<file path="src/rtl/pwd_pkg.sv">
// ---------------------------------------------------------------------------
// pwd_pkg
// types, codes and constant tables of the piecewise power density scale unit
// ---------------------------------------------------------------------------
`default_nettype none

package pwd_pkg;

  // opcodes
  localparam logic [1:0] OP_CLEAR  = 2'd0;
  localparam logic [1:0] OP_APPEND = 2'd1;
  localparam logic [1:0] OP_EVAL   = 2'd2;

  // status codes
  localparam logic [1:0] ST_OK      = 2'd0;
  localparam logic [1:0] ST_IGNORED = 2'd1;
  localparam logic [1:0] ST_EMPTY   = 2'd2;

  // 1.0 in Q4.12
  localparam logic [15:0] SCALE_ONE = 16'd4096;

  // one word from the front to the back
  typedef struct packed {
    logic        direct;   // result already known
    logic [15:0] result;
    logic [1:0]  status;
    logic [15:0] kr;
    logic [15:0] r0;
    logic [15:0] r1;
    logic [15:0] s0;
    logic [15:0] s1;
    logic [15:0] p;
  } job_t;

  // floor square root, used at elaboration only
  function automatic logic [63:0] isqrt64(input logic [63:0] n);
    logic [63:0] res;
    logic [63:0] bit_v;
    logic [63:0] nn;
    res   = '0;
    bit_v = 64'h4000_0000_0000_0000;
    nn    = n;
    for (int i = 0; i < 32; i++) begin
      if (bit_v > nn) bit_v = bit_v >> 2;
    end
    for (int i = 0; i < 32; i++) begin
      if (bit_v != '0) begin
        if (nn >= res + bit_v) begin
          nn  = nn - (res + bit_v);
          res = (res >> 1) + bit_v;
        end else begin
          res = res >> 1;
        end
        bit_v = bit_v >> 2;
      end
    end
    return res;
  endfunction

  // 2^(-2^-idx) in Q0.30, idx 1..16
  function automatic logic [29:0] root_const(input int idx);
    logic [63:0] r;
    r = 64'd1 << 29;
    for (int i = 1; i <= 16; i++) begin
      if (i <= idx) r = isqrt64(r << 30);
    end
    return r[29:0];
  endfunction

endpackage

`default_nettype wire

</file>
<file path="src/rtl/pwd_fifo.sv">
// ---------------------------------------------------------------------------
// pwd_fifo
// two-entry queue of words between the front and the back
// ---------------------------------------------------------------------------
`default_nettype none

module pwd_fifo (
  input  wire logic          clk,
  input  wire logic          rst_n,
  input  wire logic          push,
  input  wire pwd_pkg::job_t wdata,
  output logic               full,
  input  wire logic          pop,
  output pwd_pkg::job_t      rdata,
  output logic               empty
);

  pwd_pkg::job_t  ent_r [2];
  logic           wp_r, rp_r;
  logic [1:0]     cnt_r;
  logic           do_push, do_pop;

  assign full    = (cnt_r == 2'd2);
  assign empty   = (cnt_r == 2'd0);
  assign do_push = push && !full;
  assign do_pop  = pop && !empty;
  assign rdata   = ent_r[rp_r];

  // storage
  always_ff @(posedge clk) begin
    if (do_push) ent_r[wp_r] <= wdata;
  end

  // pointers and fill count
  always_ff @(posedge clk) begin
    if (!rst_n) begin
      wp_r  <= 1'b0;
      rp_r  <= 1'b0;
      cnt_r <= 2'd0;
    end else begin
      if (do_push) wp_r <= ~wp_r;
      if (do_pop)  rp_r <= ~rp_r;
      cnt_r <= cnt_r + 2'(do_push) - 2'(do_pop);
    end
  end

endmodule

`default_nettype wire

</file>
<file path="config.mk">
export PLATFORM = sky130hd
export DESIGN_NAME = pwd_fifo
export DESIGN_NICKNAME = d
export VERILOG_FILES = /design/src/rtl/pwd_pkg.sv /design/src/rtl/pwd_fifo.sv
export SDC_FILE = /design/constraint.sdc
export NUM_CORES = 1
export LEC_CHECK = 0
export ABC_AREA = 1
export BUFFER_PORTS_ARGS = -buffer_cell sky130_fd_sc_hd__buf_2
export CELL_PAD_IN_SITES_DETAIL_PLACEMENT = 1
export CELL_PAD_IN_SITES_GLOBAL_PLACEMENT = 1
export CORE_UTILIZATION = 40
export DETAILED_ROUTE_END_ITERATION = 10
export PLACE_DENSITY_LB_ADDON = 0.15
export SYNTH_ARGS = -nofsm -noshare
export SYNTH_HDL_FRONTEND = slang
export SYNTH_SLANG_ARGS = --single-unit
</file>
<file path="constraint.sdc">
create_clock -name clk -period 5.8 [get_ports clk]
set_input_delay 0.58 -clock clk [delete_from_list [all_inputs] [get_ports clk]]
set_output_delay 0.58 -clock clk [all_outputs]
set_load 0.02 [all_outputs]
</file>
==> results_dict.tcl <==
set metrics [dict create \
    fin_setup_tns_ps 0 \
    cts.clk_slew.worst_paths_ps 60 \
    timing.fmax_ghz 0.307 \
    wl_um 17300 \
    rsz0062_at_grt "false" \
    h-tree-depth 1 \
    dr.pass1.iters 6 \
    cp.required_ps 5220 \
    area_growth_pct 25.7 \
    grt_usage_pct 14.9 \
    yosysWarningCount 0 \
    ir_worst_vdd_v 0.000256 \
    clock_sinks 235 \
    met3_usage_pct 4.70 \
    drive_gt1_share_pct 58.3 \
    cts_resized 0 \
    grt_pass1_vias 4688 \
    grtUsageMet1_pct 18.3 \
    fp.coreArea_mm2 0.0212 \
    routedWlPerCell_um 18.4 \
    avgSynthCellArea_um2 22.1 \
    power_frac_seq_pct 45.1 \
    dp_cells 898 \
    grt_pass1_wl_um 25300 \
    cts_buffers 25 \
    critical_path_class "reg2out" \
    overflow 0 \
    cts_max_path_buffers 3 \
    initial_core_util_pct 41.2 \
    cts_tree "yes" \
    viasPerCell 4.69 \
    seq_area_frac_synth_pct 80.1 \
    ant_nets 0 \
    cts_setup_buffers 0 \
    die_area_mm2 0.0225 \
    relSlewSlack_pct 27.1 \
    fp-row-count 53 \
    synth.largest_area_cell "edfxtp_1" \
    clk_latency_ps 510 \
    fin_cells 943 \
    drt-initial-drc-count 262 \
    setup_ws_ps 2540 \
    fin_util_pct 51.8 \
    post-route-min-period_ps 3260 \
    synth_nets 517 \
    boundaryPins 236 \
    netlist_area_mm2 0.00875 \
    fin_skew_ps 9.00 \
    use_met2_pct 25.4 \
    yosys.area.top_type_share_pct 79.0 \
    setup_viol 0 \
    synth-seq-cells 235 \
    drv_cap 0 \
    die_h_um 150 \
    power.leakage_nw 4.23 \
    gp_congestion 0.688 \
    place_ws_ps 2980 \
    hp-class "in2reg" \
    finalHoldViolations 0 \
    port_buffers 235 \
    synthCells 396 \
    swShare_pct 28.8 \
    cts-root-buf "clkbuf_16" \
    layout_commonest_cell "buf_2" \
    p_comb_share_pct 24.9 \
    grt_max_degree 83 \
    die_w_um 150 \
    p_sw_mw 1.46 \
    cp-start-kind "flop" \
    ys_top_cells_by_area "edfxtp_1, mux2_4, mux2_2" \
    detailed_place_hpwl_um 11400 \
    num_vias 4427 \
    period_share_pct 56.2 \
    clkPwrFrac_pct 30.1 \
    crit_fanout 69 \
    pwr_density_cell_mw_per_mm2 461 \
    drc 0 \
    antenna_found_initial 2 \
    cts_hold_buffers 0 \
    maxSlewViolCount 0 \
    status "completed" \
    top_usage_layer "met2" \
    layout_common_cells "buf_2, edfxtp_1, mux2_2" \
    worst_pin_slew_ps 1090 \
    final_nets 771 \
    yosysUniqueCellTypes 12 \
    worstPathArrival_ps 2680 \
    setup.worst_path.end_class "output port" \
    internal-power_mw 3.61 \
]
## power by group through the flow
stage	combinational [mW]	clock, mW	sequential (mW)
finish	1.26	1.52	2.29
global route	1.35	1.63	2.32
CTS	1.29	1.57	2.30
detailed placement	1.28	0	2.33
global placement	1.26	0	2.32
floorplan	0.961	0	2.25
## through the flow
stage	power, mW	hold WS (ps)	instance area, um^2
after floorplan	3.21	467	8750
after global placement	3.57	489	10200
after detailed placement	3.61	500	10200
after CTS	5.15	232	11000
after global routing	5.29	237	11000
final	5.07	258	11000
## cells in the mapped netlist
| cell | number |
|---|---|
| edfxtp_1 | 230 |
| buf_6 | 7 |
| ha_1 | 2 |
| mux2_2 | 65 |
| dfxtp_1 | 5 |
| buf_2 | 6 |
| mux2_4 | 50 |
| nand3_1 | 3 |
| a21oi_1 | 2 |
| nand2_1 | 9 |
| nor2_1 | 8 |
| inv_1 | 9 |
## final timing paths
check / from / endpoint / slack, ps / depth (start not counted)
worst max-delay path: flop / rdata[26] / 2540 / 3
worst max register to register: cnt_r[0] / ent_r[1][31] / 3360 / 5
worst min register to register: rp_r / rp_r / 520 / 2
worst min-delay path: wdata[7] / ent_r[0][7] / 260 / 1
## per-layer routing
metal	routed length (um)	up-vias
met4	372	4
met2	8670	171
met3	1450	30
li1	-	2066
met5	27	-
met1	6830	2156
## flip-flops by register name, summed over array words and instances, names as in the netlist, named ones only
signal	cells
wp_r	1
cnt_r	2
ent_r	230
rp_r	1
## cell families (layout without fill, tap and decap cells)
| logic type | Yosys count | in the layout | synth area share [%] |
|---|---|---|---|
| AND/OR/NAND/NOR | 20 | 20 | 0.901 |
| AO/OA/AOI/OAI | 2 | 2 | 0.114 |
| other | 0 | 1 | 0 |
| flip-flops | 235 | 235 | 80.1 |
| multiplexers | 115 | 115 | 17.0 |
| adder cells (fa/ha/maj) | 2 | 2 | 0.286 |
| buffers and inverters | 22 | 293 | 1.63 |
## critical path: stages (launching register included)
cell and delay, ps:
dfxtp_4 1050, buf_4 530, mux2_2 390, buf_2 160
## final cells by class
cell class / instances / area (um^2)
Inverter: 9 / 36.3
Clock buffer: 30 / 644
Multi-Input combinational cell: 139 / 1600
Sequential cell: 235 / 7010
Timing Repair Buffer: 240 / 1210
Tap cell: 275 / 344
Fill cell: 2026 / 10200
Clock inverter: 14 / 139
Antenna cell: 1 / 2.50
(Power assumes the default switching activity.)
