### config.mk
export PLATFORM = sky130hd
export DESIGN_NAME = pwd_back
export DESIGN_NICKNAME = d
export VERILOG_FILES = /design/src/rtl/pwd_pkg.sv /design/src/rtl/pwd_back.sv
export SDC_FILE = /design/constraint.sdc
export NUM_CORES = 2
export LEC_CHECK = 0
export ABC_CLOCK_PERIOD_IN_PS = 27900
export BUFFER_PORTS_ARGS = -buffer_cell sky130_fd_sc_hd__buf_2
export CAP_MARGIN = 20
export CORE_AREA = 2 2 498 500
export CTS_BUF_LIST = sky130_fd_sc_hd__clkbuf_2 sky130_fd_sc_hd__clkbuf_4 sky130_fd_sc_hd__clkbuf_8
export CTS_CLUSTER_SIZE = 20
export DETAILED_ROUTE_END_ITERATION = 16
export DIE_AREA = 0 0 500 502
export PLACE_DENSITY = 0.4
export SYNTH_ARGS = -nofsm -noshare
export SYNTH_HDL_FRONTEND = slang
export SYNTH_SLANG_ARGS = --single-unit
### constraint.sdc
create_clock -name clk -period 27.9 [get_ports clk]
set_input_delay 0 -clock clk [delete_from_list [all_inputs] [get_ports clk]]
set_output_delay 0 -clock clk [all_outputs]
set_load 0.02 [all_outputs]
### src/rtl/pwd_pkg.sv
// ---------------------------------------------------------------------------
// pwd_pkg
// types, codes and constant tables of the piecewise power density scale unit
// ---------------------------------------------------------------------------
`default_nettype none

package pwd_pkg;

  // opcodes
  localparam logic [1:0] OP_CLEAR  = 2'd0;
  localparam logic [1:0] OP_APPEND = 2'd1;
  localparam logic [1:0] OP_EVAL   = 2'd2;

  // status codes
  localparam logic [1:0] ST_OK      = 2'd0;
  localparam logic [1:0] ST_IGNORED = 2'd1;
  localparam logic [1:0] ST_EMPTY   = 2'd2;

  // 1.0 in Q4.12
  localparam logic [15:0] SCALE_ONE = 16'd4096;

  // one word from the front to the back
  typedef struct packed {
    logic        direct;   // result already known
    logic [15:0] result;
    logic [1:0]  status;
    logic [15:0] kr;
    logic [15:0] r0;
    logic [15:0] r1;
    logic [15:0] s0;
    logic [15:0] s1;
    logic [15:0] p;
  } job_t;

  // floor square root, used at elaboration only
  function automatic logic [63:0] isqrt64(input logic [63:0] n);
    logic [63:0] res;
    logic [63:0] bit_v;
    logic [63:0] nn;
    res   = '0;
    bit_v = 64'h4000_0000_0000_0000;
    nn    = n;
    for (int i = 0; i < 32; i++) begin
      if (bit_v > nn) bit_v = bit_v >> 2;
    end
    for (int i = 0; i < 32; i++) begin
      if (bit_v != '0) begin
        if (nn >= res + bit_v) begin
          nn  = nn - (res + bit_v);
          res = (res >> 1) + bit_v;
        end else begin
          res = res >> 1;
        end
        bit_v = bit_v >> 2;
      end
    end
    return res;
  endfunction

  // 2^(-2^-idx) in Q0.30, idx 1..16
  function automatic logic [29:0] root_const(input int idx);
    logic [63:0] r;
    r = 64'd1 << 29;
    for (int i = 1; i <= 16; i++) begin
      if (i <= idx) r = isqrt64(r << 30);
    end
    return r[29:0];
  endfunction

endpackage

`default_nettype wire

### src/rtl/pwd_back.sv
// ---------------------------------------------------------------------------
// pwd_back
// interpolates one segment (divide, log2, exp2, scale) or passes a direct word; output register
// ---------------------------------------------------------------------------
`default_nettype none

module pwd_back (
  input  wire logic          clk,
  input  wire logic          rst_n,
  input  wire pwd_pkg::job_t q_job,
  input  wire logic          q_empty,
  output logic               q_pop,
  output logic               out_empty,
  input  wire logic          out_pop,
  output logic [15:0]        out_scale_out,
  output logic [1:0]         out_status
);

  typedef enum logic [8:0] {
    B_IDLE = 9'b000000001,
    B_DIV  = 9'b000000010,
    B_PREP = 9'b000000100,
    B_LOG  = 9'b000001000,
    B_MULQ = 9'b000010000,
    B_EXP  = 9'b000100000,
    B_PWR  = 9'b001000000,
    B_MAG  = 9'b010000000,
    B_FIN  = 9'b100000000
  } bstate_t;

  bstate_t        state_r;
  pwd_pkg::job_t  job_r;
  logic [15:0]    rem_r, quo_r, y_r, frac_r, fp_r, mag_r;
  logic [3:0]     cnt_r, k_r;
  logic [4:0]     ip_r;
  logic [30:0]    r_r;
  logic [16:0]    pw_r;
  logic           oval_r;
  logic [15:0]    oscl_r;
  logic [1:0]     osts_r;

  logic [29:0]    root_tab [16];
  logic [15:0]    den;
  logic [16:0]    sh;
  logic           pos;
  logic [16:0]    x;
  logic [15:0]    q;
  logic [3:0]     k;
  logic [31:0]    ysq;
  logic [16:0]    sq;
  logic [20:0]    nl;
  logic [36:0]    eprod;
  logic [8:0]     ip9;
  logic [60:0]    rprod;
  logic signed [16:0] ds;
  logic [15:0]    absd;
  logic [32:0]    mprod;
  logic signed [17:0] res;
  logic [15:0]    res_sat;
  logic           out_free;

  // constant root table
  for (genvar g = 0; g < 16; g++) begin : g_root
    assign root_tab[g] = pwd_pkg::root_const(g + 1);
  end

  assign out_free = !oval_r || out_pop;
  assign q_pop    = (state_r == B_IDLE) && !q_empty;

  // datapath
  always_comb begin
    den   = job_r.r1 - job_r.r0;
    sh    = {rem_r, 1'b0};
    pos   = !job_r.p[15];
    x     = pos ? {1'b0, quo_r} : (17'h10000 - {1'b0, quo_r});
    q     = pos ? job_r.p : (~job_r.p + 16'd1);
    k     = '0;
    for (int i = 0; i < 16; i++) begin
      if (x[i]) k = 4'(i);
    end
    ysq   = y_r * y_r;
    sq    = ysq[31:15];
    nl    = {5'(5'd16 - {1'b0, k_r}), 16'h0} - {5'd0, frac_r};
    eprod = nl * q;
    ip9   = eprod[36:28];
    rprod = r_r * root_tab[cnt_r];
    ds    = $signed({1'b0, job_r.s1}) - $signed({1'b0, job_r.s0});
    absd  = ds[16] ? 16'(-ds) : ds[15:0];
    mprod = absd * pw_r;
    if (ds[16]) begin
      res = pos ? ($signed({2'b0, job_r.s0}) - $signed({2'b0, mag_r}))
                : ($signed({2'b0, job_r.s1}) + $signed({2'b0, mag_r}));
    end else begin
      res = pos ? ($signed({2'b0, job_r.s0}) + $signed({2'b0, mag_r}))
                : ($signed({2'b0, job_r.s1}) - $signed({2'b0, mag_r}));
    end
    if (res[17])          res_sat = 16'h0000;
    else if (res[16])     res_sat = 16'hFFFF;
    else                  res_sat = res[15:0];
  end

  // sequencer
  always_ff @(posedge clk) begin
    if (!rst_n) begin
      state_r <= B_IDLE;
      oval_r  <= 1'b0;
    end else begin
      // output word valid flag
      if (state_r == B_FIN && out_free) begin
        oval_r <= 1'b1;
      end else if (oval_r && out_pop) begin
        oval_r <= 1'b0;
      end
      case (state_r)
        B_IDLE: begin
          if (!q_empty) begin
            job_r <= q_job;
            rem_r <= q_job.kr - q_job.r0;
            cnt_r <= '0;
            state_r <= q_job.direct ? B_FIN : B_DIV;
          end
        end
        // restoring divide, one quotient bit a cycle
        B_DIV: begin
          if (sh >= {1'b0, den}) begin
            rem_r <= 16'(sh - {1'b0, den});
            quo_r <= {quo_r[14:0], 1'b1};
          end else begin
            rem_r <= sh[15:0];
            quo_r <= {quo_r[14:0], 1'b0};
          end
          cnt_r <= cnt_r + 4'd1;
          if (cnt_r == 4'd15) state_r <= B_PREP;
        end
        // normalize the base
        B_PREP: begin
          if (x == '0) begin
            pw_r    <= '0;
            state_r <= B_MAG;
          end else if (x[16]) begin
            pw_r    <= 17'h10000;
            state_r <= B_MAG;
          end else begin
            k_r     <= k;
            y_r     <= x[15:0] << (4'd15 - k);
            frac_r  <= '0;
            cnt_r   <= '0;
            state_r <= B_LOG;
          end
        end
        // log2 fraction by squaring, one bit a cycle
        B_LOG: begin
          frac_r <= {frac_r[14:0], sq[16]};
          y_r    <= sq[16] ? sq[16:1] : sq[15:0];
          cnt_r  <= cnt_r + 4'd1;
          if (cnt_r == 4'd15) state_r <= B_MULQ;
        end
        // scale the log by the exponent
        B_MULQ: begin
          if (ip9 > 9'd16) begin
            pw_r    <= '0;
            state_r <= B_MAG;
          end else begin
            ip_r    <= ip9[4:0];
            fp_r    <= eprod[27:12];
            r_r     <= 31'h4000_0000;
            cnt_r   <= '0;
            state_r <= B_EXP;
          end
        end
        // exp2 of the fraction, one root a cycle
        B_EXP: begin
          if (fp_r[4'd15 - cnt_r]) r_r <= rprod[60:30];
          cnt_r <= cnt_r + 4'd1;
          if (cnt_r == 4'd15) state_r <= B_PWR;
        end
        B_PWR: begin
          pw_r    <= 17'(r_r >> (6'd14 + {1'b0, ip_r}));
          state_r <= B_MAG;
        end
        B_MAG: begin
          mag_r   <= mprod[31:16];
          state_r <= B_FIN;
        end
        // output register
        B_FIN: begin
          if (out_free) begin
            oscl_r  <= job_r.direct ? job_r.result : res_sat;
            osts_r  <= job_r.status;
            state_r <= B_IDLE;
          end
        end
        default: state_r <= B_IDLE;
      endcase
    end
  end

  assign out_empty     = !oval_r;
  assign out_scale_out = oscl_r;
  assign out_status    = osts_r;

endmodule

`default_nettype wire

==> results.sh <==
export IMPL_drt_iter0_markers=2788
export IMPL_cts_buffer_depth=3
export IMPL_ant_nets=0
export IMPL_synth_distinct_cells=83
export IMPL_wl_per_cell_um=20.51
export IMPL_synth_top_family_by_area="adder cells"
export IMPL_hold_depth=2
export IMPL_crit_required_ns=28.27
export IMPL_avgSynthCellArea_um2=9.087
export IMPL_ctsResizeCount=0
export IMPL_rsz0062_at_grt="false"
export IMPL_syn_area_mm2=0.07322
export IMPL_max_freq_mhz=82.84
export IMPL_grt_pass1_wl_um=371200
export IMPL_vias=54442
export IMPL_rr_startpoint="frac_r[0]$_SDFFCE_PN0P_"
export IMPL_synth_mux_area_frac=0.01295
export IMPL_hold_viol_final=0
export IMPL_mostFrequentLayoutCells="inv_1, fa_1, nand2_1"
export IMPL_drt_pass1_iterations=5
export IMPL_start_util=0.2986
export IMPL_r2r_end="fp_r[7]$_DFFE_PP_"
export IMPL_hpwl_um=180500
export IMPL_antenna_found_initial=13
export IMPL_syn_to_final_growth_pct=11.34
export IMPL_synthAdderAreaFrac=0.5128
export IMPL_multi_input_area_mm2=0.05704
export IMPL_port_buffers=138
export IMPL_cap_violations=0
export IMPL_tightest_slew_ns=1.153
export IMPL_rows=182
export IMPL_yosys_warnings=0
export IMPL_crit_type="reg -> reg"
export IMPL_synth_edf_count=274
export IMPL_min_from="q_job[18]"
export IMPL_end_kind="flip-flop"
export IMPL_slowest_stage="nor4_1"
export IMPL_die_area_mm2=0.2510
export IMPL_synthCells=8058
export IMPL_synthesis_nets=10310
export IMPL_coreArea_mm2=0.2453
export IMPL_setup_tns_final_ns=0
export IMPL_cts_sinks=284
export IMPL_cp_common_cell="fa_1"
export IMPL_cts_htree_levels=2
export IMPL_setup_violations=0
export IMPL_finalWeightedCongestion=0.8309
export IMPL_synth_simple_area_share=0.1546
export IMPL_routed_via_density=4.725
export IMPL_cts_tree="built"
export IMPL_fillers=25405
export IMPL_grt_pass1_vias=59845
export IMPL_drive_gt1_frac=0.05638
export IMPL_ff_latch_area_mm2=0.008428
export IMPL_cts_root_buf="clkbuf_8"
export IMPL_nets=10507
export IMPL_ys_seq_area_frac=0.1151
export IMPL_fin_crit_ns=12.07
export IMPL_cts_buffers=57
export IMPL_synth_seq_cells=284
export IMPL_fin_crit_sh=0.4327
export IMPL_grt_use_total=0.1929
export IMPL_clock_skew_ns=0.07255
export IMPL_cp_arrival_ns=12.44
export IMPL_r2r_setup_slack_ns=15.83
export IMPL_ys_flop_type="edfxtp_1"
export IMPL_grt_overflow=0
export IMPL_insertion_delay_ns=0.79
export IMPL_drc=0
export IMPL_ios=139
export IMPL_max_stage_delay_ns=0.83
export IMPL_fp_dieW_um=500
export IMPL_grt_max_degree=63
export IMPL_cp_max_fo=21
export IMPL_hold_end="job_r[18]$_DFFE_PP_"
export IMPL_status="complete, no violations"
export IMPL_r2r_cells=34
export IMPL_totalWireLength_um=236300
export IMPL_slew_viol_final=0
export IMPL_mostFrequentLayoutCell="inv_1"
export IMPL_max_slew_margin=0.2287
export IMPL_synth_compound_area_share=0.06392
export IMPL_yosys_area_share_xor_xnor=0.02966
export IMPL_async_flop_share=0
export IMPL_startpoint_type="flip-flop"
export IMPL_die_h_um=502
export IMPL_clkTransAtPathRegs_ns=0.08
export IMPL_hold_path_class="in -> reg"
worst max-delay path: cells and delay by family (launching register included):
kind,cells,cell delay [ns]
XOR/XNOR,2,0.53
flip-flops,1,0.69
AND/OR/NAND/NOR,10,3.72
buffers and inverters,8,1.17
AO/OA/AOI/OAI,6,1.82
adder cells (fa/ha/maj),8,3.68
worst max-delay path by stage:
| stage | from | end | slack [ns] | cells past startpoint |
|---|---|---|---|---|
| 6_report | frac_r[0]$_SDFFCE_PN0P_ | fp_r[7]$_DFFE_PP_ | 15.83 | 34 |
| 5_1_grt | frac_r[0]$_SDFFCE_PN0P_ | fp_r[10]$_DFFE_PP_ | 15.12 | 34 |
| 4_1_cts | frac_r[0]$_SDFFCE_PN0P_ | fp_r[10]$_DFFE_PP_ | 15.71 | 34 |
| 3_5_place_dp | frac_r[0]$_SDFFCE_PN0P_ | fp_r[10]$_DFFE_PP_ | 15.79 | 34 |
| 3_3_place_gp | frac_r[0]$_SDFFCE_PN0P_ | fp_r[10]$_DFFE_PP_ | 15.90 | 34 |
| 2_1_floorplan | frac_r[0]$_SDFFCE_PN0P_ | pw_r[0]$_DFFE_PP_ | 17.33 | 37 |
final cells by class:
class,instances,area share
repair buffers,494,0.04884
clock buffers,64,0.01027
diodes,2,0.00006139
inverters,1800,0.08288
well taps,3220,0.04942
clock inverters,41,0.005556
multi-input cells,5618,0.6996
flip-flops and latches,284,0.1034
cells by family (layout without fill, tap and decap cells):
logic type | after synthesis | in the layout
fa+ha+maj | 2133 | 2133
compound gates | 731 | 731
xor+xnor | 248 | 248
flops | 284 | 284
other cells | 0 | 2
mux | 79 | 79
buf+inv | 2156 | 2399
simple gates | 2427 | 2427
per-layer routing:
metal	GRT usage	up-vias	part of all wire
met2	0.3284	1007	0.48
met3	0.01384	192	0.032
met4	0.03210	6	0.017
li1	-	24946	-
met5	0	-	0.00019
met1	0.2714	28291	0.47
per-stage QoR:
| step | cell area [um^2] | hold WS [ns] | instances | util | setup slack (ns) |
|---|---|---|---|---|---|
| 2_1_floorplan | 73220 | 0.09162 | 8058 | - | 17.33 |
| 3_3_place_gp | 77970 | 0.1769 | 11197 | 0.3179 | 15.90 |
| 3_5_place_dp | 78020 | 0.1781 | 11199 | 0.3181 | 15.79 |
| 4_1_cts | 81470 | 0.004641 | 11519 | 0.3322 | 15.71 |
| 5_1_grt | 81520 | 0.03737 | 11522 | 0.3324 | 15.12 |
| 6_report | 81530 | 0.04379 | 11523 | 0.3324 | 15.83 |
synthesized netlist by cell type, drive strengths merged, types with 16 or more instances:
master / number / share of area
nand2b: 54 / 0.0046
nand2: 1203 / 0.062
nor2: 316 / 0.016
o21a: 37 / 0.0038
nand4: 26 / 0.0022
edfxtp: 274 / 0.11
ha: 686 / 0.12
o21ai: 147 / 0.010
nor4: 22 / 0.0019
a31oi: 30 / 0.0026
mux2i: 55 / 0.0075
nor2b: 179 / 0.015
o22ai: 19 / 0.0016
fa: 1447 / 0.40
o31ai: 28 / 0.0029
o21bai: 27 / 0.0028
a21boi: 16 / 0.0017
nor3: 74 / 0.0051
or2: 17 / 0.0015
a21o: 62 / 0.0064
xnor2: 152 / 0.018
a211oi: 33 / 0.0035
xor2: 96 / 0.011
buf: 21 / 0.0015
or3: 29 / 0.0025
inv: 1798 / 0.092
clkbuf: 335 / 0.017
o211ai: 26 / 0.0027
and2: 389 / 0.033
a21oi: 213 / 0.015
nand3: 58 / 0.0040
repair_timing:
action / in CTS / in global routing
hold buffers: 215 / 0
setup endpoints to repair: 0 / 0
setup buffers: 0 / 0
endpoints found under the hold margin: 136 / 0
sequential cells by signal, indices dropped and copies added (netlist names), 5 cells and up:
| register | flops |
|---|---|
| pw_r | 17 |
| fp_r | 16 |
| y_r | 16 |
| state_r | 9 |
| r_r | 31 |
| rem_r | 16 |
| mag_r | 16 |
| job_r | 99 |
| out_scale_out | 16 |
| frac_r | 16 |
| quo_r | 16 |
| ip_r | 5 |
Power is not shown: default switching activity piles up to over one toggle a cycle in this logic, so the estimate is an artifact.
