<file path="config.mk">
export PLATFORM = sky130hd
export DESIGN_NAME = pwd_front
export DESIGN_NICKNAME = d
export VERILOG_FILES = /design/src/rtl/pwd_pkg.sv /design/src/rtl/pwd_front.sv
export SDC_FILE = /design/constraint.sdc
export NUM_CORES = 1
export LEC_CHECK = 0
export BUFFER_PORTS_ARGS = -buffer_cell sky130_fd_sc_hd__buf_2
export CAP_MARGIN = 20
export CORE_ASPECT_RATIO = 1.4
export CORE_MARGIN = 2
export CORE_UTILIZATION = 60
export CTS_CLUSTER_SIZE = 10
export DETAILED_ROUTE_END_ITERATION = 6
export PLACE_DENSITY = 0.85
export SYNTH_ARGS = -nofsm -noshare
export SYNTH_HDL_FRONTEND = slang
export SYNTH_SLANG_ARGS = --single-unit
</file>
<file path="constraint.sdc">
create_clock -name clk -period 9.9 [get_ports clk]
set_input_delay 0.99 -clock clk [delete_from_list [all_inputs] [get_ports clk]]
set_output_delay 0.99 -clock clk [all_outputs]
set_load 0.03 [all_outputs]
</file>
<file path="src/rtl/pwd_pkg.sv">
// ---------------------------------------------------------------------------
// pwd_pkg
// types, codes and constant tables of the piecewise power density scale unit
// ---------------------------------------------------------------------------
`default_nettype none

package pwd_pkg;

  // opcodes
  localparam logic [1:0] OP_CLEAR  = 2'd0;
  localparam logic [1:0] OP_APPEND = 2'd1;
  localparam logic [1:0] OP_EVAL   = 2'd2;

  // status codes
  localparam logic [1:0] ST_OK      = 2'd0;
  localparam logic [1:0] ST_IGNORED = 2'd1;
  localparam logic [1:0] ST_EMPTY   = 2'd2;

  // 1.0 in Q4.12
  localparam logic [15:0] SCALE_ONE = 16'd4096;

  // one word from the front to the back
  typedef struct packed {
    logic        direct;   // result already known
    logic [15:0] result;
    logic [1:0]  status;
    logic [15:0] kr;
    logic [15:0] r0;
    logic [15:0] r1;
    logic [15:0] s0;
    logic [15:0] s1;
    logic [15:0] p;
  } job_t;

  // floor square root, used at elaboration only
  function automatic logic [63:0] isqrt64(input logic [63:0] n);
    logic [63:0] res;
    logic [63:0] bit_v;
    logic [63:0] nn;
    res   = '0;
    bit_v = 64'h4000_0000_0000_0000;
    nn    = n;
    for (int i = 0; i < 32; i++) begin
      if (bit_v > nn) bit_v = bit_v >> 2;
    end
    for (int i = 0; i < 32; i++) begin
      if (bit_v != '0) begin
        if (nn >= res + bit_v) begin
          nn  = nn - (res + bit_v);
          res = (res >> 1) + bit_v;
        end else begin
          res = res >> 1;
        end
        bit_v = bit_v >> 2;
      end
    end
    return res;
  endfunction

  // 2^(-2^-idx) in Q0.30, idx 1..16
  function automatic logic [29:0] root_const(input int idx);
    logic [63:0] r;
    r = 64'd1 << 29;
    for (int i = 1; i <= 16; i++) begin
      if (i <= idx) r = isqrt64(r << 30);
    end
    return r[29:0];
  endfunction

endpackage

`default_nettype wire

</file>
<file path="src/rtl/pwd_front.sv">
// ---------------------------------------------------------------------------
// pwd_front
// accepts words, keeps the breakpoint table and finds the segment
// ---------------------------------------------------------------------------
`default_nettype none

module pwd_front #(
  parameter int MAX_STEPS = 8
) (
  input  wire logic             clk,
  input  wire logic             rst_n,
  input  wire logic             in_push,
  output logic                  in_full,
  input  wire logic [1:0]       in_opcode,
  input  wire logic [15:0]      in_radius,
  input  wire logic [15:0]      in_scale_in,
  input  wire logic [15:0]      in_exponent,
  output logic                  q_push,
  output pwd_pkg::job_t         q_job,
  input  wire logic             q_full
);

  localparam int AW = $clog2(MAX_STEPS);
  localparam int CW = $clog2(MAX_STEPS + 1);

  typedef enum logic [3:0] {
    F_IDLE = 4'b0001,
    F_RD   = 4'b0010,
    F_CMP  = 4'b0100,
    F_PUSH = 4'b1000
  } fstate_t;

  fstate_t          state_r, state_nxt;
  logic [CW-1:0]    cnt_r, cnt_nxt;
  logic [15:0]      last_r, last_nxt;
  logic [AW-1:0]    idx_r, idx_nxt;
  logic [15:0]      kr_r, kr_nxt;
  logic [47:0]      prev_r, prev_nxt;
  pwd_pkg::job_t    job_r, job_nxt;
  logic [47:0]      mem [MAX_STEPS];
  logic [47:0]      rdata_r;
  logic             wr_en;
  logic [15:0]      rd_rad, rd_scl;
  logic             accept;

  assign in_full = (state_r != F_IDLE);
  assign accept  = in_push && !in_full;
  assign q_push  = (state_r == F_PUSH) && !q_full;
  assign q_job   = job_r;
  assign rd_rad  = rdata_r[47:32];
  assign rd_scl  = rdata_r[31:16];

  // table storage
  always_ff @(posedge clk) begin
    if (wr_en) begin
      mem[cnt_r[AW-1:0]] <= {in_radius, in_scale_in, in_exponent};
    end
    rdata_r <= mem[idx_r];
  end

  // control
  always_comb begin
    state_nxt = state_r;
    cnt_nxt   = cnt_r;
    last_nxt  = last_r;
    idx_nxt   = idx_r;
    kr_nxt    = kr_r;
    prev_nxt  = prev_r;
    job_nxt   = job_r;
    wr_en     = 1'b0;
    case (state_r)
      F_IDLE: begin
        if (accept) begin
          job_nxt        = '0;
          job_nxt.direct = 1'b1;
          job_nxt.status = pwd_pkg::ST_OK;
          state_nxt      = F_PUSH;
          case (in_opcode)
            pwd_pkg::OP_CLEAR: begin
              cnt_nxt = '0;
            end
            pwd_pkg::OP_APPEND: begin
              if (cnt_r == CW'(MAX_STEPS) || (cnt_r != '0 && in_radius <= last_r)) begin
                job_nxt.status = pwd_pkg::ST_IGNORED;
              end else begin
                wr_en    = 1'b1;
                last_nxt = in_radius;
                cnt_nxt  = cnt_r + CW'(1);
              end
            end
            pwd_pkg::OP_EVAL: begin
              if (cnt_r == '0) begin
                job_nxt.status = pwd_pkg::ST_EMPTY;
              end else begin
                kr_nxt    = in_radius;
                idx_nxt   = '0;
                state_nxt = F_RD;
              end
            end
            default: begin
            end
          endcase
        end
      end
      F_RD: begin
        state_nxt = F_CMP;
      end
      F_CMP: begin
        if (kr_r < rd_rad) begin
          state_nxt = F_PUSH;
          if (idx_r == '0) begin
            job_nxt.result = rd_scl;
          end else if (prev_r[15:0] == '0) begin
            job_nxt.result = pwd_pkg::SCALE_ONE;
          end else begin
            job_nxt.direct = 1'b0;
            job_nxt.kr     = kr_r;
            job_nxt.r0     = prev_r[47:32];
            job_nxt.s0     = prev_r[31:16];
            job_nxt.p      = prev_r[15:0];
            job_nxt.r1     = rd_rad;
            job_nxt.s1     = rd_scl;
          end
        end else if (CW'(idx_r) + CW'(1) == cnt_r) begin
          job_nxt.result = rd_scl;
          state_nxt      = F_PUSH;
        end else begin
          prev_nxt  = rdata_r;
          idx_nxt   = idx_r + AW'(1);
          state_nxt = F_RD;
        end
      end
      F_PUSH: begin
        if (!q_full) state_nxt = F_IDLE;
      end
      default: state_nxt = F_IDLE;
    endcase
  end

  // state registers
  always_ff @(posedge clk) begin
    if (!rst_n) begin
      state_r <= F_IDLE;
      cnt_r   <= '0;
    end else begin
      state_r <= state_nxt;
      cnt_r   <= cnt_nxt;
    end
    last_r <= last_nxt;
    idx_r  <= idx_nxt;
    kr_r   <= kr_nxt;
    prev_r <= prev_nxt;
    job_r  <= job_nxt;
  end

endmodule

`default_nettype wire

</file>
==> results by group, run 1 <==
Yosys
  – Ys flop type: edfxtp_1
  – Syn. warnings: 0
  – Gate Count Post-Synth: 1159
  – Cell variety after synth: 48
  – Sequential area share after synthesis: 78.8%
  – EDFF count, synth: 582
  – Yosys reg bits: 638
  – Post-synthesis cell area: 23600 µm²
  – Mapped Nets: 1251
  – Avg Inst Size Synth: 20.4 µm²
  – Fraction of registers with async set or reset after synthesis: 0%

CTS
  – Resize count post-CTS: 0
  – Clk sink count: 638
  – Clock-pin slew on the worst setup and hold paths: 0.06 ns
  – Clock root cell: clkbuf_16
  – CTS Buf Count: 73
  – CTS Buffer Depth: 3
  – Hold-fix buffer count after cts: 0
  – Setup Fix Bufs, Post-CTS: 0
  – CTS tree: built
  – Number of H-tree levels: 3
  – Clock latency at the later pin of the worst-skew pair: 0.60 ns

Routing
  – DRT Pass-1 Iters: 7
  – Via density: 5.93
  – Routed WL: 50500 µm
  – Average wire per standard cell: 25.7 µm
  – Drt initial violations: 1231
  – DRC violations left: 0
  – Remaining antenna violation count: 0
  – Vias: 11700

Placement
  – Gpl congestion: 0.823
  – Pre-CTS setup slack: 4.98 ns
  – Input/output buffers: 170
  – Dpl hpwl: 27100 µm

STA
  – RSZ-0062 raised after global routing: false
  – Worst setup margin: 5.52 ns
  – Period utilisation layout: 44.3%
  – Max Fclk: 228 MHz
  – Clock Skews: 0.0300 ns
  – Worst slew margin: 30.8%
  – Worst-Margin Slew: 1.04 ns
  – Final min period: 4.38 ns
  – Fin. max-slew vios: 0
  – Setup Viol. Count Final: 0
  – Final Hold Vio Count: 0
  – Setup TNS: 0 ns

Power and ir drop
  – Pwr/cell area: 208 nW/µm²
  – Pleak: 9.53 nW
  – Final Total Pwr: 5.69 mW
  – Maximum vdd drop: 0.116 mV

Setup path
  – CP Class: primary input to flip-flop
  – Reg2reg path depth: 10
  – Worst r2r src: last_r[1]
  – CP Data Arrival Time: 4.58 ns
  – Critical Path Sink: mem[0][3]
  – Worst Path Max Fanout: 45
  – Flop2flop setup slack: 5.75 ns
  – Crit path launch type: primary input
  – RR Endpoint: mem[0][3]
  – Crit end category: flip-flop
  – Required time worst endpoint: 10.10 ns
  – Critical path startpoint: in_radius[1]

Floorplanning
  – Die X: 172 µm
  – Initial Utilization: 60.4%
  – CORE AREA: 39100 µm²
  – Rows: 86
  – Die Y-Extent: 239 µm
  – # IOs: 171
  – Die area: 41000 µm²

Global routing
  – First-pass GRT wire length: 75700 µm
  – Antenna violations before repair: 8
  – Number of global-route vias before repair: 12400
  – Pin count of the biggest net entering global routing: 85
  – GR Overflow Total: 0
  – GRT Util Overall: 25.5%

Run status
  – Status: complete, no violations

Worst hold path
  – Worst hold path type: flip-flop to flip-flop

Final layout
  – Layout area overhead: 15.7%
  – Post-Route Utilization: 69.9%
  – Final nets: 1469
  – Layout cells sized above 1: 30.0%

Job
  – Maxcap violations: 0
## routing by layer
metal / GRT usage (%) / vias up / wire length (µm) / part of all wire (%)
met5: 0 / - / 14 / 0.028
met4: 11.2 / 2 / 1550 / 3.1
met3: 5.30 / 98 / 3920 / 7.8
met2: 43.5 / 598 / 27000 / 53
met1: 31.8 / 5971 / 18000 / 36
li1: - / 4992 / - / -
## cell type report
type	instances	area, µm²
flip-flops and latches	638	18600
fillers	2168	11800
multi-input cells	436	4730
clock buffers	129	2110
repair buffers	188	1010
well taps	528	661
inverters	40	150
clock inverters	2	25.0
diodes	5	12.5
## synth_stat cells, drive strengths merged, types with 6 or more instances
master / count / area (µm²)
edfxtp: 582 / 17500
mux4: 96 / 2160
and2: 84 / 526
dfxtp: 56 / 1120
mux2: 48 / 541
inv: 40 / 150
ha: 38 / 475
nor2: 36 / 135
clkbuf: 27 / 101
nor2b: 20 / 125
a21oi: 18 / 90.1
buf: 18 / 86.3
nand2: 18 / 67.6
nor3: 10 / 66.3
o21ai: 9 / 48.8
nand4: 8 / 56.3
nand3: 6 / 30.0
## sequential cells by signal (all words and copies together) (netlist names)
register  flops
q_job       115
idx_r         3
rdata_r      48
kr_r         16
last_r       16
mem         384
prev_r       48
cnt_r         4
state_r       4
## worst max-delay path, stage by stage
cell and delay, ns:
buf_2 0.18, ha_1 0.33, nor2b_1 0.14, o211ai_1 0.12, a2111o_1 0.39, a31oi_2 0.21
o211a_1 0.70, nand2b_1 0.40, nor3_2 0.36, buf_4 0.67
## through the flow
step	hold WS, ns	cells	instance area, µm²
2_1_floorplan	0.386	1159	23600
3_3_place_gp	0.387	1829	25100
6_report	0.401	1966	27300
5_1_grt	0.411	1964	27300
4_1_cts	0.402	1961	27300
3_5_place_dp	0.394	1830	25100
## cell families (layout without fill, tap and decap cells)
logic type	after synthesis	in the layout	share of synthesized area, %
DFF	638	638	78.8
and+or+nand+nor	200	200	4.77
muxes	145	145	11.5
AOI/OAI and AO/OA	48	48	1.30
buffers and inverters	85	359	1.43
xor gates and xnor gates	5	5	0.186
adders and majority gates	38	38	2.01
other	0	5	0
## power breakdown
group	switching, mW	total [mW]	internal, mW
logic	0.175	0.247	0.0715
clock network	0.994	2.43	1.44
registers	0.0202	3.01	2.99
## cells in the final DEF (no fill, tap or decap), types with 5 or more instances in the layout
cell         n
mux2_2      48
clkbuf_16   76
clkbuf_1    52
a21oi_1     18
dfxtp_1     56
ha_1        38
nor2b_1     20
diode_2      5
inv_1       39
nand4_1      7
buf_4       17
nand3_1      6
buf_2      170
and2_1      84
edfxtp_1   582
o21ai_0      8
nand2_1     18
mux4_2      96
nor2_1      32
## worst min path at each step
stage          slack [ns]       start        end  cells past startpoint
3_3_place_gp         0.39  rdata_r[3]  prev_r[3]                      0
3_5_place_dp         0.39  rdata_r[3]  prev_r[3]                      0
6_report             0.40  rdata_r[3]  prev_r[3]                      0
5_1_grt              0.41  rdata_r[3]  prev_r[3]                      0
2_1_floorplan        0.39  rdata_r[0]  prev_r[0]                      0
4_1_cts              0.40  rdata_r[3]  prev_r[3]                      0
(Power assumes the default switching activity.)
==> run 2, diff against run 1 <==
ABC_AREA = 1   (was default)
clock period = 4.4 ns   (was 9.9 ns; I/O delays follow)
==> run 2 against run 1 <==
  * Critical path depth rose by 4
  * Worst setup slack got worse by 4.7 ns
  * Clock-buffer cell count fell by 6
  * Global-route usage fell by 0.51 points
  * Die area rose by 2.2%
  * First-iteration DRC count rose by 55%
  * Non-clock buffer count rose by 9
  * Clock skew fell by 0.0076 ns
  * Combinational power rose to 8.7 times the previous value
  * Clock power rose by 120%
  * Final cell count rose by 31%
  * Wire length rose by 5.4%
  * Largest power group unchanged
==> results by group, run 2 <==
Run status
  – Status: complete, no violations

STA
  – Setup Viol. Count Final: 0 (unchanged)
  – Worst-Margin Slew: 0.930 ns (-0.107 ns)
  – Final Hold Vio Count: 0 (unchanged)
  – Final min period: 3.56 ns
  – Max Fclk: 281 MHz
  – Period utilisation layout: 80.9%
  – Worst slew margin: 37.4% (+6.6 points)
  – RSZ-0062 raised after global routing: false
  – Clock Skews: 0.0225 ns (-0.00758 ns)
  – Setup TNS: 0 ns (unchanged)
  – Fin. max-slew vios: 0 (unchanged)

CTS
  – Clock root cell: clkbuf_16
  – Clock latency at the later pin of the worst-skew pair: 0.59 ns (about the same)
  – Clock-pin slew on the worst setup and hold paths: 0.05 ns (about the same)
  – Resize count post-CTS: 0 (unchanged)
  – Clk sink count: 638 (unchanged)
  – Setup Fix Bufs, Post-CTS: 0 (unchanged)
  – CTS Buffer Depth: 3 (unchanged)
  – Hold-fix buffer count after cts: 0 (unchanged)
  – Number of H-tree levels: 3 (unchanged)
  – CTS Buf Count: 73 (unchanged)
  – CTS tree: built

Routing
  – Average wire per standard cell: 20.6 µm (-20%)
  – Drt initial violations: 1909 (+55%)
  – Vias: 14900 (+28%)
  – DRC violations left: 0 (unchanged)
  – Routed WL: 53300 µm (+5.4%)
  – Via density: 5.78 (-2.6%)
  – DRT Pass-1 Iters: 6 (-1)
  – Remaining antenna violation count: 0 (unchanged)

Global routing
  – Pin count of the biggest net entering global routing: 197 (+130%)
  – GR Overflow Total: 0 (unchanged)
  – GRT Util Overall: 25.0% (-0.51 points)
  – Antenna violations before repair: 5 (-3)
  – Number of global-route vias before repair: 15100 (+22%)
  – First-pass GRT wire length: 80600 µm (+6.5%)

Power and ir drop
  – Final Total Pwr: 15.0 mW (+160%)
  – Maximum vdd drop: 0.510 mV (+340%)
  – Pleak: 10.4 nW (+9.4%)
  – Pwr/cell area: 542 nW/µm² (+160%)

Yosys
  – Gate Count Post-Synth: 1813 (+56%)
  – Ys flop type: edfxtp_1
  – Mapped Nets: 1905 (+52%)
  – Fraction of registers with async set or reset after synthesis: 0% (unchanged)
  – Most frequent cell after synthesis: edfxtp_1
  – Yosys top cell by area: edfxtp_1
  – Synth top cells by count: edfxtp_1, nor2_1, o21ai_0, inv_1, nand2_1
  – Avg Inst Size Synth: 13.3 µm² (-35%)
  – Share of the synthesized area in the top cell type: 72.4% (-1.6 points)
  – Sequential area share after synthesis: 77.1% (-1.7 points)
  – Cell variety after synth: 36 (-25%)
  – Syn. warnings: 0 (unchanged)
  – Dominant cells by area after synthesis: edfxtp_1, nor2_1, dfxtp_1, o21ai_0, inv_1
  – EDFF count, synth: 582 (unchanged)
  – Post-synthesis cell area: 24100 µm² (+2.2%)
  – Yosys reg bits: 638 (unchanged)

Final layout
  – Layout area overhead: 15.1%
  – Most common cell after layout, fill and taps aside: edfxtp_1
  – Fill count: 2335 (+7.7%)
  – Largest register FFs: 384 (unchanged)
  – Post-Route Utilization: 70.3% (+0.41 points)
  – Most frequent cells in the layout: edfxtp_1, nor2_1, o21ai_0, buf_2, inv_1
  – Layout cells sized above 1: 14.9% (-15 points)
  – Final nets: 2090 (+42%)
  – Final instance area: 27800 µm² (+1.7%)

Floorplanning
  – Die area: 41900 µm² (+2.2%)
  – Rows: 86 (unchanged)
  – CORE AREA: 39500 µm² (+1.1%)
  – Die Y-Extent: 241 µm (+1.1%)
  – # IOs: 171 (unchanged)
  – Initial Utilization: 61.1% (+0.68 points)
  – Die X: 173 µm (+1.1%)

Setup path
  – Worst Path Max Fanout: 18 (-60%)
  – CP Data Arrival Time: 3.84 ns (-0.74 ns)
  – CP Class: flip-flop to flip-flop
  – Crit end category: flip-flop
  – Reg2reg path depth: 14 (+4)
  – Required time worst endpoint: 4.69 ns (-5.41 ns)
  – Crit path launch type: flip-flop
  – Flop2flop setup slack: 0.84 ns (-4.91 ns)
  – Worst r2r src: last_r[15]
  – RR Endpoint: mem[3][37]

Placement
  – Gpl congestion: 0.840 (+2.1%)
  – Dpl hpwl: 30600 µm (+13%)
  – Cell Area, Placed: 25600 µm² (+1.9%)
  – Input/output buffers: 170 (unchanged)

Worst hold path
  – Hold EP: state_r[0]
  – Hold_sp: rst_n
  – Worst hold stages: 2 (+2)
  – Worst hold path type: primary input to flip-flop

Job
  – Maxcap violations: 0 (unchanged)
## run 2: cell count changes after synthesis, moves of 45 or more
cell     before  now
inv_1        40  148
and2_1       84    0
a31oi_1       3   48
nand2_1      18   73
mux4_2       96    0
nor2_1       36  463
o22ai_1       1   48
mux2_2       48    0
o21ai_0       8  177
## run 2: per-stage QoR
stage               hold slack (ns)  worst slack (ns)  cells
global placement              0.386             0.825   2450
global route                 0.0967             0.607   2582
floorplan                     0.386             0.175   1813
detailed placement            0.389             0.704   2450
CTS                          0.0737             0.918   2578
finish                       0.0955             0.840   2582
## run 2: logic make-up after synthesis
logic type	Yosys count	synth area share, %
AO/OA/AOI/OAI	317	7.15
adder cells (fa/ha/maj)	38	1.97
buffers and inverters	241	4.20
AND/OR/NAND/NOR	572	9.35
flip-flops	638	77.1
XOR/XNOR	7	0.254
## run 2: per-layer routing
layer | share of wire [%] | GRT usage (%)
met1 | 34 | 29.4
met2 | 53 | 44.8
met3 | 9.1 | 4.50
met4 | 3.8 | 12.2
met5 | 0.023 | 0
## run 2: area by class of cell
| type | count | area, µm² | share of cell area [%] |
|---|---|---|---|
| multi-input cells | 934 | 4590 | 16.5 |
| clock buffers | 123 | 2060 | 7.41 |
| inverters | 154 | 582 | 2.10 |
| well taps | 528 | 661 | 2.38 |
| diodes | 3 | 7.51 | 0.0270 |
| clock inverters | 5 | 66.3 | 0.239 |
| flip-flops and latches | 638 | 18600 | 67.0 |
| repair buffers | 197 | 1200 | 4.32 |
## run 2: power breakdown
part           internal (mW)  leakage, nW  switching (mW)
combinational          0.469         3.57            1.68
sequential              7.31         5.84           0.158
clock                   3.18         1.01            2.24
total                   11.0         10.4            4.08
## run 2: how the worst max path moves through the flow
stage	cells after the start	slack (ns)	endpoint	from
5_1_grt	14	0.61	mem[3][38]	last_r[15]
4_1_cts	14	0.92	mem[3][38]	last_r[15]
3_5_place_dp	14	0.70	mem[3][42]	in_radius[15]
6_report	14	0.84	mem[3][37]	last_r[15]
3_3_place_gp	14	0.83	mem[3][34]	in_radius[15]
2_1_floorplan	11	0.18	mem[1][0]	in_radius[15]
## run 2: worst max-delay path, cell delays in order (launching register included)
cell and delay, ns:
edfxtp_1 0.32, inv_1 0.06, ha_1 0.30, nand2_1 0.08, nor2_1 0.17, nor3b_2 0.28, nand2_1 0.11, nand2_1 0.08
nand2_1 0.07, nand2_1 0.09, nand2_1 0.13, inv_2 0.36, nand2_1 0.31, nor2_4 0.56, buf_4 0.31
==> run 3, diff against run 2 <==
ABC_AREA = 0   (was 1)
clock period = 3.7 ns   (was 4.4 ns; I/O delays follow)
==> run 3 against run 2 <==
  * Register-to-register slack lost 0.30 ns
  * Worst setup slack worse by 0.30 ns
  * Power up 1.1%
  * Via count is 20% lower
  * Sequential cell count stayed put
  * Hold slack worse by 0.032 ns
  * Clock-buffer cell count rose by 1
  * Non-clock buffer count grew 11
  * Largest cell class unchanged
  * Largest power group unchanged
==> results by group, run 3 (synthesis results as in run 1) <==
Placement
  – Dpl hpwl: 29200 µm (-4.5%)
  – Pre-CTS setup slack: 0.557 ns (-0.147 ns)
  – Input/output buffers: 170 (unchanged)
  – Dpl cells: 1850 (-24%)
  – Gpl congestion: 0.772 (-8.0%)

Routing
  – Routed WL: 52100 µm (-2.3%)
  – DRT Pass-1 Iters: 5 (-1)
  – DRC violations left: 0 (unchanged)
  – Remaining antenna violation count: 0 (unchanged)
  – Via density: 6.02 (+4.3%)
  – Average wire per standard cell: 26.3 µm (+27%)
  – Vias: 11900 (-20%)
  – Drt initial violations: 1492 (-22%)

Power and ir drop
  – Maximum vdd drop: 0.404 mV (-21%)
  – Pleak: 9.66 nW (-7.3%)
  – Switching Share: 21.1% (-6.0 points)
  – Comb pwr share: 4.6% (-9.7 points)
  – Clock Power Share: 42.5% (+6.4 points)
  – P_int: 12.0 mW (+9.5%)
  – Pwr/cell area: 551 nW/µm² (+1.7%)
  – Net switching power: 3.21 mW (-21%)
  – Reg power frac: 53.0% (+3.4 points)

Worst hold path
  – Worst hold path type: primary input to flip-flop

STA
  – Worst-Margin Slew: 1.03 ns (+0.0982 ns)
  – Clock Skews: 0.0150 ns (-0.00746 ns)
  – Setup TNS: 0 ns (unchanged)
  – Final min period: 3.16 ns (-0.402 ns)
  – Fin. max-slew vios: 0 (unchanged)
  – Worst setup margin: 0.542 ns (-0.298 ns)
  – Final Hold Vio Count: 0 (unchanged)
  – RSZ-0062 raised after global routing: false
  – Worst slew margin: 31.4% (-6.0 points)
  – Period utilisation layout: 85.3% (+4.4 points)
  – Setup Viol. Count Final: 0 (unchanged)
  – Max Fclk: 317 MHz (+13%)

Global routing
  – GRT Util Overall: 25.8% (+0.80 points)
  – First-pass GRT wire length: 76700 µm (-4.9%)
  – GR Overflow Total: 0 (unchanged)
  – Pin count of the biggest net entering global routing: 70 (-64%)
  – Number of global-route vias before repair: 12600 (-16%)
  – Antenna violations before repair: 6 (+1)

Setup path
  – CP Data Arrival Time: 3.39 ns (-0.45 ns)
  – Critical Path Slowest Stage Cell: a31oi_1
  – CP Class: flip-flop to flip-flop
  – CP Cell Sequence: inv_1 -> ha_1 -> nand2_1 -> o21ai_0 -> a21oi_1 -> a31oi_1 -> o32ai_1 -> or2_2 -> inv_2 -> buf_4
  – Crit path launch type: flip-flop
  – Required time worst endpoint: 3.93 ns (-0.76 ns)
  – Crit end category: flip-flop
  – Slowest stage delay, CP: 0.51 ns (-0.05 ns)
  – Worst Path Max Fanout: 24 (+6)

Floorplanning
  – Die area: 41000 µm² (-2.1%)
  – Rows: 86 (unchanged)
  – Die Y-Extent: 239 µm (-1.1%)
  – # IOs: 171 (unchanged)
  – Initial Utilization: 60.4% (-0.68 points)
  – CORE AREA: 39100 µm² (-1.1%)
  – Die X: 172 µm (-1.1%)

Final layout
  – Most frequent cells in the layout: edfxtp_1, buf_2, mux4_2, and2_1, clkbuf_16
  – Non-filler cells, final: 1981 (-23%)
  – Largest register FFs: 384 (unchanged)
  – Final nets: 1489 (-29%)
  – Most common cell after layout, fill and taps aside: edfxtp_1
  – Layout area overhead: 17.0%
  – Layout cells sized above 1: 31.2% (+16 points)
  – Post-Route Utilization: 70.7% (+0.41 points)

CTS
  – Clock latency at the later pin of the worst-skew pair: 0.58 ns (about the same)
  – Clock-pin slew on the worst setup and hold paths: 0.06 ns (about the same)
  – Hold-fix buffer count after cts: 0 (unchanged)
  – Resize count post-CTS: 0 (unchanged)
  – CTS Buffer Depth: 3 (unchanged)
  – CTS tree: built
  – CTS Buf Count: 73 (unchanged)
  – Number of H-tree levels: 3 (unchanged)
  – Setup Fix Bufs, Post-CTS: 0 (unchanged)
  – Clock root cell: clkbuf_16
  – Clk sink count: 638 (unchanged)

Job
  – Maxcap violations: 0 (unchanged)

Run status
  – Status: complete, no violations
==> run 3: cell types whose count changed in the layout (fill, tap and decap cells not counted), sizes merged, moves of 57 or more <==
cell / before / now
nor2: 467 / 36
nand2: 75 / 18
inv: 158 / 43
o21ai: 196 / 9
and2: 0 / 84
mux4: 0 / 96
==> run 3: final cells by class <==
| cell class | instances | area [µm²] |
|---|---|---|
| sequential | 638 | 18600 |
| timing repair buffer | 208 | 1310 |
| clock inverter | 5 | 70.1 |
| multi-input combinational | 436 | 4760 |
| antenna | 2 | 5.00 |
| inverter | 40 | 150 |
| tap | 528 | 661 |
| fill | 2166 | 11400 |
| clock buffer | 124 | 2060 |
==> run 3: worst max-delay path: cells and delay by family, from the launching register on <==
kind / cells / cell delay (ns)
compound gates: 4 / 1.14
fa+ha+maj: 1 / 0.32
buf+inv: 3 / 0.51
flops: 1 / 0.36
simple gates: 2 / 0.44
==> run 3: through the flow <==
step                power (mW)  area, µm²  hold slack, ns
global route              15.6      27600          0.0616
floorplan                 8.59      23700           0.386
CTS                       15.3      27600          0.0362
global placement          8.84      25500           0.386
finish                    15.2      27600          0.0633
detailed placement        8.87      25500           0.389
==> run 3: per-layer routing <==
metal / track usage, % / up-vias / share of wire, %
li1: - / 5018 / -
met1: 30.6 / 6105 / 34
met2: 46.1 / 682 / 55
met3: 5.93 / 120 / 7.6
met4: 9.27 / 6 / 3.4
met5: 0 / - / 0.079
==> run 3: worst paths after layout <==
check	from	endpoint	slack, ns	cells after the start
max	rdata_r[34]	prev_r[25]	0.54	10
min	rst_n	state_r[0]	0.06	2
max reg2reg	rdata_r[34]	prev_r[25]	0.54	10
min reg2reg	rdata_r[5]	prev_r[5]	0.39	0
==> run 3: power groups by stage <==
| stage | Sequential, mW | Clock, mW | Combinational, mW |
|---|---|---|---|
| detailed placement | 8.20 | 0 | 0.672 |
| global route | 8.07 | 6.79 | 0.733 |
| CTS | 8.06 | 6.53 | 0.690 |
| global placement | 8.19 | 0 | 0.649 |
| finish | 8.06 | 6.46 | 0.692 |
| floorplan | 8.36 | 0 | 0.225 |
